`src/sv/wsd_pkg.sv`:
```
// wsd_pkg: shared types and codes for the websocket receive deframer
// no dependencies

package wsd_pkg;

  localparam int BYTE_W   = 8;
  localparam int KIND_W   = 3;
  localparam int ERR_W    = 2;
  localparam int STATUS_W = 16;
  localparam int LEFT_W   = 7;

  localparam logic [BYTE_W-1:0] HDR_FIN       = 8'h80;
  localparam logic [BYTE_W-1:0] OP_TEXT       = 8'h01;
  localparam logic [BYTE_W-1:0] OP_CLOSE      = 8'h08;
  localparam logic [BYTE_W-1:0] MASK_BIT      = 8'h80;
  localparam logic [BYTE_W-1:0] LEN_BITS      = 8'h7f;
  localparam logic [BYTE_W-1:0] MAX_SMALL_LEN = 8'd125;
  localparam logic [BYTE_W-1:0] MIN_CLOSE_LEN = 8'd2;

  localparam logic [KIND_W-1:0] EV_NONE      = 3'd0;
  localparam logic [KIND_W-1:0] EV_PAYLOAD   = 3'd1;
  localparam logic [KIND_W-1:0] EV_EMPTY     = 3'd2;
  localparam logic [KIND_W-1:0] EV_ERROR     = 3'd3;
  localparam logic [KIND_W-1:0] EV_SRV_CLOSE = 3'd4;
  localparam logic [KIND_W-1:0] EV_STATUS    = 3'd5;
  localparam logic [KIND_W-1:0] EV_FORCED    = 3'd6;

  localparam logic [ERR_W-1:0] ERR_LEN    = 2'd0;
  localparam logic [ERR_W-1:0] ERR_MASKED = 2'd1;
  localparam logic [ERR_W-1:0] ERR_OPCODE = 2'd2;
  localparam logic [ERR_W-1:0] ERR_TRUNC  = 2'd3;

  typedef enum logic [2:0] {
    ST_HDR0   = 3'd0,
    ST_HDR1   = 3'd1,
    ST_DATA   = 3'd2,
    ST_DROP   = 3'd3,
    ST_C_HDR0 = 3'd4,
    ST_C_HDR1 = 3'd5,
    ST_C_HIGH = 3'd6,
    ST_C_LOW  = 3'd7
  } step_t;

  typedef struct packed {
    logic [KIND_W-1:0]   event_kind;
    logic [BYTE_W-1:0]   payload_byte;
    logic                message_last;
    logic [ERR_W-1:0]    error_kind;
    logic [STATUS_W-1:0] close_status;
  } result_t;

endpackage

```
`src/sv/wsd_parse.sv`:
```
// wsd_parse: frame parser state and combinational next-state/result logic
// depends on wsd_pkg

module wsd_parse (
  input  logic                         clk,
  input  logic                         rst,
  input  logic                         step_en,
  input  logic [wsd_pkg::BYTE_W-1:0]   rx_byte,
  input  logic                         delivery_end,
  output wsd_pkg::result_t             res
);

  logic                          link_mode, link_mode_next;
  wsd_pkg::step_t                parse_step, parse_step_next;
  logic [wsd_pkg::LEFT_W-1:0]    bytes_left, bytes_left_next;
  logic                          delivery_start;
  logic [wsd_pkg::BYTE_W-1:0]    status_high, status_high_next;

  wsd_pkg::step_t                cur;
  logic [wsd_pkg::BYTE_W-1:0]    len;
  logic [wsd_pkg::LEFT_W-1:0]    left_dec;

  always_ff @(posedge clk) begin
    if (rst) begin
      link_mode      <= 1'b0;
      parse_step     <= wsd_pkg::ST_HDR0;
      bytes_left     <= '0;
      delivery_start <= 1'b1;
      status_high    <= '0;
    end else if (step_en) begin
      link_mode      <= link_mode_next;
      parse_step     <= parse_step_next;
      bytes_left     <= bytes_left_next;
      delivery_start <= delivery_end;
      status_high    <= status_high_next;
    end
  end

  always_comb begin
    cur = parse_step;
    if (delivery_start) begin
      cur = link_mode ? wsd_pkg::ST_C_HDR0 : wsd_pkg::ST_HDR0;
    end
    len      = rx_byte & wsd_pkg::LEN_BITS;
    left_dec = (bytes_left != '0) ? bytes_left - 1'b1 : bytes_left;

    link_mode_next   = link_mode;
    parse_step_next  = cur;
    bytes_left_next  = bytes_left;
    status_high_next = status_high;
    res              = '0;

    case (cur)
      wsd_pkg::ST_HDR0: begin
        if (delivery_end) begin
          res.event_kind  = wsd_pkg::EV_ERROR;
          res.error_kind  = wsd_pkg::ERR_TRUNC;
          link_mode_next  = 1'b1;
          parse_step_next = wsd_pkg::ST_DROP;
        end else if (rx_byte == (wsd_pkg::HDR_FIN | wsd_pkg::OP_TEXT)) begin
          parse_step_next = wsd_pkg::ST_HDR1;
        end else if (rx_byte == (wsd_pkg::HDR_FIN | wsd_pkg::OP_CLOSE)) begin
          res.event_kind  = wsd_pkg::EV_SRV_CLOSE;
          link_mode_next  = 1'b1;
          parse_step_next = wsd_pkg::ST_DROP;
        end else begin
          res.event_kind  = wsd_pkg::EV_ERROR;
          res.error_kind  = wsd_pkg::ERR_OPCODE;
          link_mode_next  = 1'b1;
          parse_step_next = wsd_pkg::ST_DROP;
        end
      end
      wsd_pkg::ST_HDR1: begin
        if ((rx_byte & wsd_pkg::MASK_BIT) != '0) begin
          res.event_kind  = wsd_pkg::EV_ERROR;
          res.error_kind  = wsd_pkg::ERR_MASKED;
          link_mode_next  = 1'b1;
          parse_step_next = wsd_pkg::ST_DROP;
        end else if (len > wsd_pkg::MAX_SMALL_LEN) begin
          res.event_kind  = wsd_pkg::EV_ERROR;
          res.error_kind  = wsd_pkg::ERR_LEN;
          link_mode_next  = 1'b1;
          parse_step_next = wsd_pkg::ST_DROP;
        end else if (len == '0) begin
          res.event_kind  = wsd_pkg::EV_EMPTY;
          parse_step_next = wsd_pkg::ST_HDR0;
        end else begin
          bytes_left_next = len[wsd_pkg::LEFT_W-1:0];
          parse_step_next = wsd_pkg::ST_DATA;
        end
      end
      wsd_pkg::ST_DATA: begin
        res.event_kind   = wsd_pkg::EV_PAYLOAD;
        res.payload_byte = rx_byte;
        bytes_left_next  = left_dec;
        if (left_dec == '0 || delivery_end) begin
          res.message_last = 1'b1;
          bytes_left_next  = '0;
          parse_step_next  = wsd_pkg::ST_HDR0;
        end
      end
      wsd_pkg::ST_C_HDR0: begin
        if (rx_byte == (wsd_pkg::HDR_FIN | wsd_pkg::OP_CLOSE) && !delivery_end) begin
          parse_step_next = wsd_pkg::ST_C_HDR1;
        end else begin
          res.event_kind  = wsd_pkg::EV_FORCED;
          parse_step_next = wsd_pkg::ST_DROP;
        end
      end
      wsd_pkg::ST_C_HDR1: begin
        if ((rx_byte & wsd_pkg::MASK_BIT) == '0 && rx_byte >= wsd_pkg::MIN_CLOSE_LEN &&
            rx_byte <= wsd_pkg::MAX_SMALL_LEN && !delivery_end) begin
          parse_step_next = wsd_pkg::ST_C_HIGH;
        end else begin
          res.event_kind  = wsd_pkg::EV_FORCED;
          parse_step_next = wsd_pkg::ST_DROP;
        end
      end
      wsd_pkg::ST_C_HIGH: begin
        status_high_next = rx_byte;
        if (delivery_end) begin
          res.event_kind  = wsd_pkg::EV_FORCED;
          parse_step_next = wsd_pkg::ST_DROP;
        end else begin
          parse_step_next = wsd_pkg::ST_C_LOW;
        end
      end
      wsd_pkg::ST_C_LOW: begin
        res.event_kind   = wsd_pkg::EV_STATUS;
        res.close_status = {status_high, rx_byte};
        parse_step_next  = wsd_pkg::ST_DROP;
      end
      default: begin
        parse_step_next = wsd_pkg::ST_DROP;
      end
    endcase
  end

endmodule

```
`src/sv/wsd_out_reg.sv`:
```
// wsd_out_reg: result register with valid/ready toward the consumer
// depends on wsd_pkg

module wsd_out_reg (
  input  logic              clk,
  input  logic              rst,
  input  logic              load,
  input  wsd_pkg::result_t  res_in,
  output logic              out_valid,
  input  logic              out_ready,
  output wsd_pkg::result_t  res_out
);

  always_ff @(posedge clk) begin
    if (rst) begin
      out_valid <= 1'b0;
    end else if (load) begin
      out_valid <= 1'b1;
    end else if (out_ready) begin
      out_valid <= 1'b0;
    end
  end

  always_ff @(posedge clk) begin
    if (load) begin
      res_out <= res_in;
    end
  end

endmodule

```
`src/sv/websocket_rx_frame_deframer.sv`:
```
// websocket_rx_frame_deframer: top level, input word register, parser and result register
// depends on wsd_pkg, wsd_parse, wsd_out_reg
//
// Takes one server byte per word and returns exactly one result word per byte
// (event_kind 0 when the byte produces nothing). Sustained rate is one byte per
// clock while the consumer takes results; the byte sits in the input register
// and the combinational parse step loads the result register when the result
// register is empty or being read.
// Both sides use valid/ready; the input register takes a new byte while a
// finished result still waits for the consumer.

module websocket_rx_frame_deframer (
  input  logic                           clk,
  input  logic                           rst,
  input  logic                           in_valid,
  output logic                           in_ready,
  input  logic [wsd_pkg::BYTE_W-1:0]     rx_byte,
  input  logic                           delivery_end,
  output logic                           out_valid,
  input  logic                           out_ready,
  output logic [wsd_pkg::KIND_W-1:0]     event_kind,
  output logic [wsd_pkg::BYTE_W-1:0]     payload_byte,
  output logic                           message_last,
  output logic [wsd_pkg::ERR_W-1:0]      error_kind,
  output logic [wsd_pkg::STATUS_W-1:0]   close_status
);

  logic                        s1_valid;
  logic [wsd_pkg::BYTE_W-1:0]  s1_byte;
  logic                        s1_end;
  logic                        s1_go;
  wsd_pkg::result_t            res;
  wsd_pkg::result_t            res_q;

  assign s1_go    = s1_valid && (!out_valid || out_ready);
  assign in_ready = !s1_valid || s1_go;

  always_ff @(posedge clk) begin
    if (rst) begin
      s1_valid <= 1'b0;
    end else if (in_valid && in_ready) begin
      s1_valid <= 1'b1;
    end else if (s1_go) begin
      s1_valid <= 1'b0;
    end
  end

  always_ff @(posedge clk) begin
    if (in_valid && in_ready) begin
      s1_byte <= rx_byte;
      s1_end  <= delivery_end;
    end
  end

  wsd_parse u_parse (
    .clk          (clk),
    .rst          (rst),
    .step_en      (s1_go),
    .rx_byte      (s1_byte),
    .delivery_end (s1_end),
    .res          (res)
  );

  wsd_out_reg u_out (
    .clk       (clk),
    .rst       (rst),
    .load      (s1_go),
    .res_in    (res),
    .out_valid (out_valid),
    .out_ready (out_ready),
    .res_out   (res_q)
  );

  assign event_kind   = res_q.event_kind;
  assign payload_byte = res_q.payload_byte;
  assign message_last = res_q.message_last;
  assign error_kind   = res_q.error_kind;
  assign close_status = res_q.close_status;

endmodule

```
`config.mk`:
```
export PLATFORM = sky130hd
export DESIGN_NAME = websocket_rx_frame_deframer
export DESIGN_NICKNAME = d
export VERILOG_FILES = /design/src/sv/wsd_pkg.sv /design/src/sv/wsd_parse.sv /design/src/sv/wsd_out_reg.sv /design/src/sv/websocket_rx_frame_deframer.sv
export SDC_FILE = /design/constraint.sdc
export NUM_CORES = 1
export LEC_CHECK = 0
export ABC_AREA = 1
export BUFFER_PORTS_ARGS = -buffer_cell sky130_fd_sc_hd__buf_2
export CORE_UTILIZATION = 45
export CTS_BUF_LIST = sky130_fd_sc_hd__clkbuf_4 sky130_fd_sc_hd__clkbuf_8 sky130_fd_sc_hd__clkbuf_16
export CTS_CLUSTER_SIZE = 20
export DETAILED_ROUTE_END_ITERATION = 10
export PLACE_DENSITY = 0.71
export SETUP_SLACK_MARGIN = 0.1
export SLEW_MARGIN = 10
export SYNTH_ARGS = -nofsm -noshare
export SYNTH_HDL_FRONTEND = slang
export SYNTH_SLANG_ARGS = --single-unit
export TNS_END_PERCENT = 5
```
`constraint.sdc`:
```
create_clock -name clk -period 2.5 [get_ports clk]
set_clock_uncertainty 0.1 [all_clocks]
set_input_delay 0.5 -clock clk [delete_from_list [all_inputs] [get_ports clk]]
set_output_delay 0.5 -clock clk [all_outputs]
set_load 0.005 [all_outputs]
```
==> flow_metrics.env <==
export IMPL_syn2layout_area_growth_pct=17.9
export IMPL_cts_resized=0
export IMPL_yosysMostFrequentCell="nor2_1"
export IMPL_avgSynthCellArea_um2=8.94
export IMPL_grt_pass1_vias=1919
export IMPL_max_stage_delay_ps=320
export IMPL_rows=28
export IMPL_numCtsBuffers=9
export IMPL_setup_violations=0
export IMPL_clockBufferDepth=2
export IMPL_clock_fmax_mhz=487
export IMPL_htree_num_levels=3
export IMPL_gr_total_overflow=0
export IMPL_grt_max_degree=30
export IMPL_vias=2184
export IMPL_syn_num_nets=326
export IMPL_grt_util_all_layers_pct=19.0
export IMPL_setup_tns_ps=0
export IMPL_io_buffer_count=44
export IMPL_cts_root_buffer="clkbuf_8"
export IMPL_cts_tree="done"
export IMPL_dieWidth_um=80.6
export IMPL_place_hpwl_mm=4.04
export IMPL_relSlewSlack_pct=60.7
export IMPL_min_delay_start="rx_byte[2]"
export IMPL_hp_class="input pin to register"
export IMPL_reg2reg_slack_ps=450
export IMPL_ant_nets=0
export IMPL_crit_chain="inv_1 -> ha_1 -> inv_1 -> nor2_1 -> nand3_1 -> o21ai_1 -> nand2_1 -> nor2_1 -> nand2_1 -> nand4_1 -> a21oi_1"
export IMPL_dieArea_um2=6500
export IMPL_yosysSeqAreaShare_pct=58.0
export IMPL_slew_viol_final=0
export IMPL_hold_slack_ps=223
export IMPL_synth_area_um2=2780
export IMPL_hold_viol=0
export IMPL_synth_edff_count=39
export IMPL_detail_route_wl_per_cell_um=12.7
export IMPL_antennaDiodeCount=0
export IMPL_vias_per_cell=4.96
export IMPL_drc=0
export IMPL_hold_end="s1_byte[2]"
export IMPL_firstDrtPassIters=4
export IMPL_grt_pass1_wl_mm=8.94
export IMPL_end_kind="register"
export IMPL_core_um2=5960
export IMPL_initial_utilization_pct=46.7
export IMPL_synthFlopType="edfxtp_1"
export IMPL_io_pins=45
export IMPL_dpl_cell_area_um2=3060
export IMPL_path_clk_slew_ps=70
export IMPL_n_fill_cell=576
export IMPL_antenna_found_initial=0
export IMPL_r2r_start="u_parse.bytes_left[0]"
export IMPL_synthTopCellsByArea="edfxtp_1 (42%), dfxtp_1 (16%), nor2_1 (7.7%), nand2_1 (7.0%), inv_1 (5.5%)"
export IMPL_outcome="completed"
export IMPL_cts_hold_repair_buffers=0
export IMPL_required_ps=2630
export IMPL_fin_util_pct=55.0
export IMPL_place_congestion=0.882
export IMPL_ys_warn_count=0
export IMPL_fin_nets=375
export IMPL_cp_arrival_ps=2190
export IMPL_drv_cap=0
export IMPL_period_share_pct=82.1
export IMPL_slowest_stage="dfxtp_1"
export IMPL_synth_cells_most_frequent="nor2_1 (57), nand2_1 (52), inv_1 (41)"
export IMPL_power_density_nw_per_um2=697
export IMPL_synthCells=311
export IMPL_cts_sinks=61
export IMPL_drive_gt1_share_pct=21.1
export IMPL_r2r_end="u_parse.bytes_left[4]"
export IMPL_min_period_ps=2050
export IMPL_peakVddDrop_v=0.000338
export IMPL_worst_pin_slew_ps=587
export IMPL_rsz0062_at_grt="no"
export IMPL_p_leak_uw=0.00142
export IMPL_ys_async_sr_fraction_pct=0
export IMPL_netlist_cell_type_count=29
export IMPL_cts_setup_buffers=0
export IMPL_wl_mm=5.58
export IMPL_crit_path_start_kind="register"
export IMPL_fp_dieH_um=80.6
export IMPL_drtIter0Drc=217
export IMPL_synth_top_area_share_pct=42.1
export IMPL_critPathKind="register to register"
export IMPL_ys_ff_latch=61
export IMPL_yosys_area_top_type="edfxtp_1"
export IMPL_reg2regPathDepth=11
export IMPL_final_area_um2=3280
export IMPL_critPathMaxFanout=8
export IMPL_hold_depth=1
export IMPL_clk_latency_ps=350
==> cells in the final DEF, fill, tap and decap left out, drive strengths merged, types with 2 or more instances in the layout <==
cell and count:
a21oi 19, buf 45, bufinv 2, clkbuf 10
clkinv 2, clkinvlp 2, dfxtp 22, edfxtp 39
ha 2, inv 45, nand2 56, nand3 18
nand4 9, nor2 59, nor3 9, o211ai 2
o21ai 20
==> power by group <==
group          internal [uW]  switching, uW
logic                   60.6            124
clock network            572            398
registers               1110           19.2
==> area by class of cell <==
type | count | area [um2] | share of cell area, %
multi-input cells | 198 | 956 | 29.2
clock inverters | 6 | 88.8 | 2.71
repair buffers | 45 | 228 | 6.95
inverters | 45 | 169 | 5.15
well taps | 75 | 93.8 | 2.86
clock buffers | 10 | 131 | 4.01
flip-flops and latches | 61 | 1610 | 49.2
==> critical path: cells and delay by family (launching register included) <==
kind / cells / cell delay [ps]
flip-flops: 1 / 320
adder cells (fa/ha/maj): 1 / 190
AND/OR/NAND/NOR: 6 / 770
buffers and inverters: 2 / 230
AO/OA/AOI/OAI: 2 / 340
==> metrics by stage <==
stage,total power (uW),instances,setup slack (ps)
after floorplan,1270,311,209
after global placement,1340,424,508
after detailed placement,1340,424,467
after CTS,2310,440,445
after global routing,2370,440,250
final,2290,440,446
==> layer usage <==
| metal | wire length (um) | global-route usage [%] |
|---|---|---|
| met4 | 99 | 9.64 |
| met5 | 0 | 0 |
| met3 | 306 | 4.09 |
| met2 | 2570 | 30.0 |
| met1 | 2610 | 24.2 |
==> cells by family (layout without fill, tap and decap cells) <==
logic type / count (synthesis) / in the layout / synth area share, %
AND/OR/NAND/NOR: 153 / 153 / 24.8
flip-flops: 61 / 61 / 58.0
buffers and inverters: 52 / 106 / 7.65
AO/OA/AOI/OAI: 43 / 43 / 8.64
adder cells (fa/ha/maj): 2 / 2 / 0.900
==> how the worst max path moves through the flow <==
stage	start	to	slack, ps	cells past startpoint
after detailed placement	s1_end	u_out.res_out[29]	470	6
after CTS	s1_end	u_out.res_out[29]	440	6
final	u_parse.bytes_left[0]	u_parse.bytes_left[4]	450	11
after floorplan	out_ready	u_parse.status_high[5]	210	8
after global placement	u_parse.bytes_left[0]	u_parse.bytes_left[4]	510	11
after global routing	s1_end	u_out.res_out[29]	250	6
==> sequential cells by signal, indices dropped and copies added (netlist names) <==
name	cells
u_parse.link_mode	1
u_parse.bytes_left	7
s1_byte	8
u_parse.status_high	8
u_parse.parse_step	3
s1_valid	1
u_out.res_out	30
s1_end	1
u_parse.delivery_start	1
u_out.out_valid	1
Power figures use the tool's default switching activity.
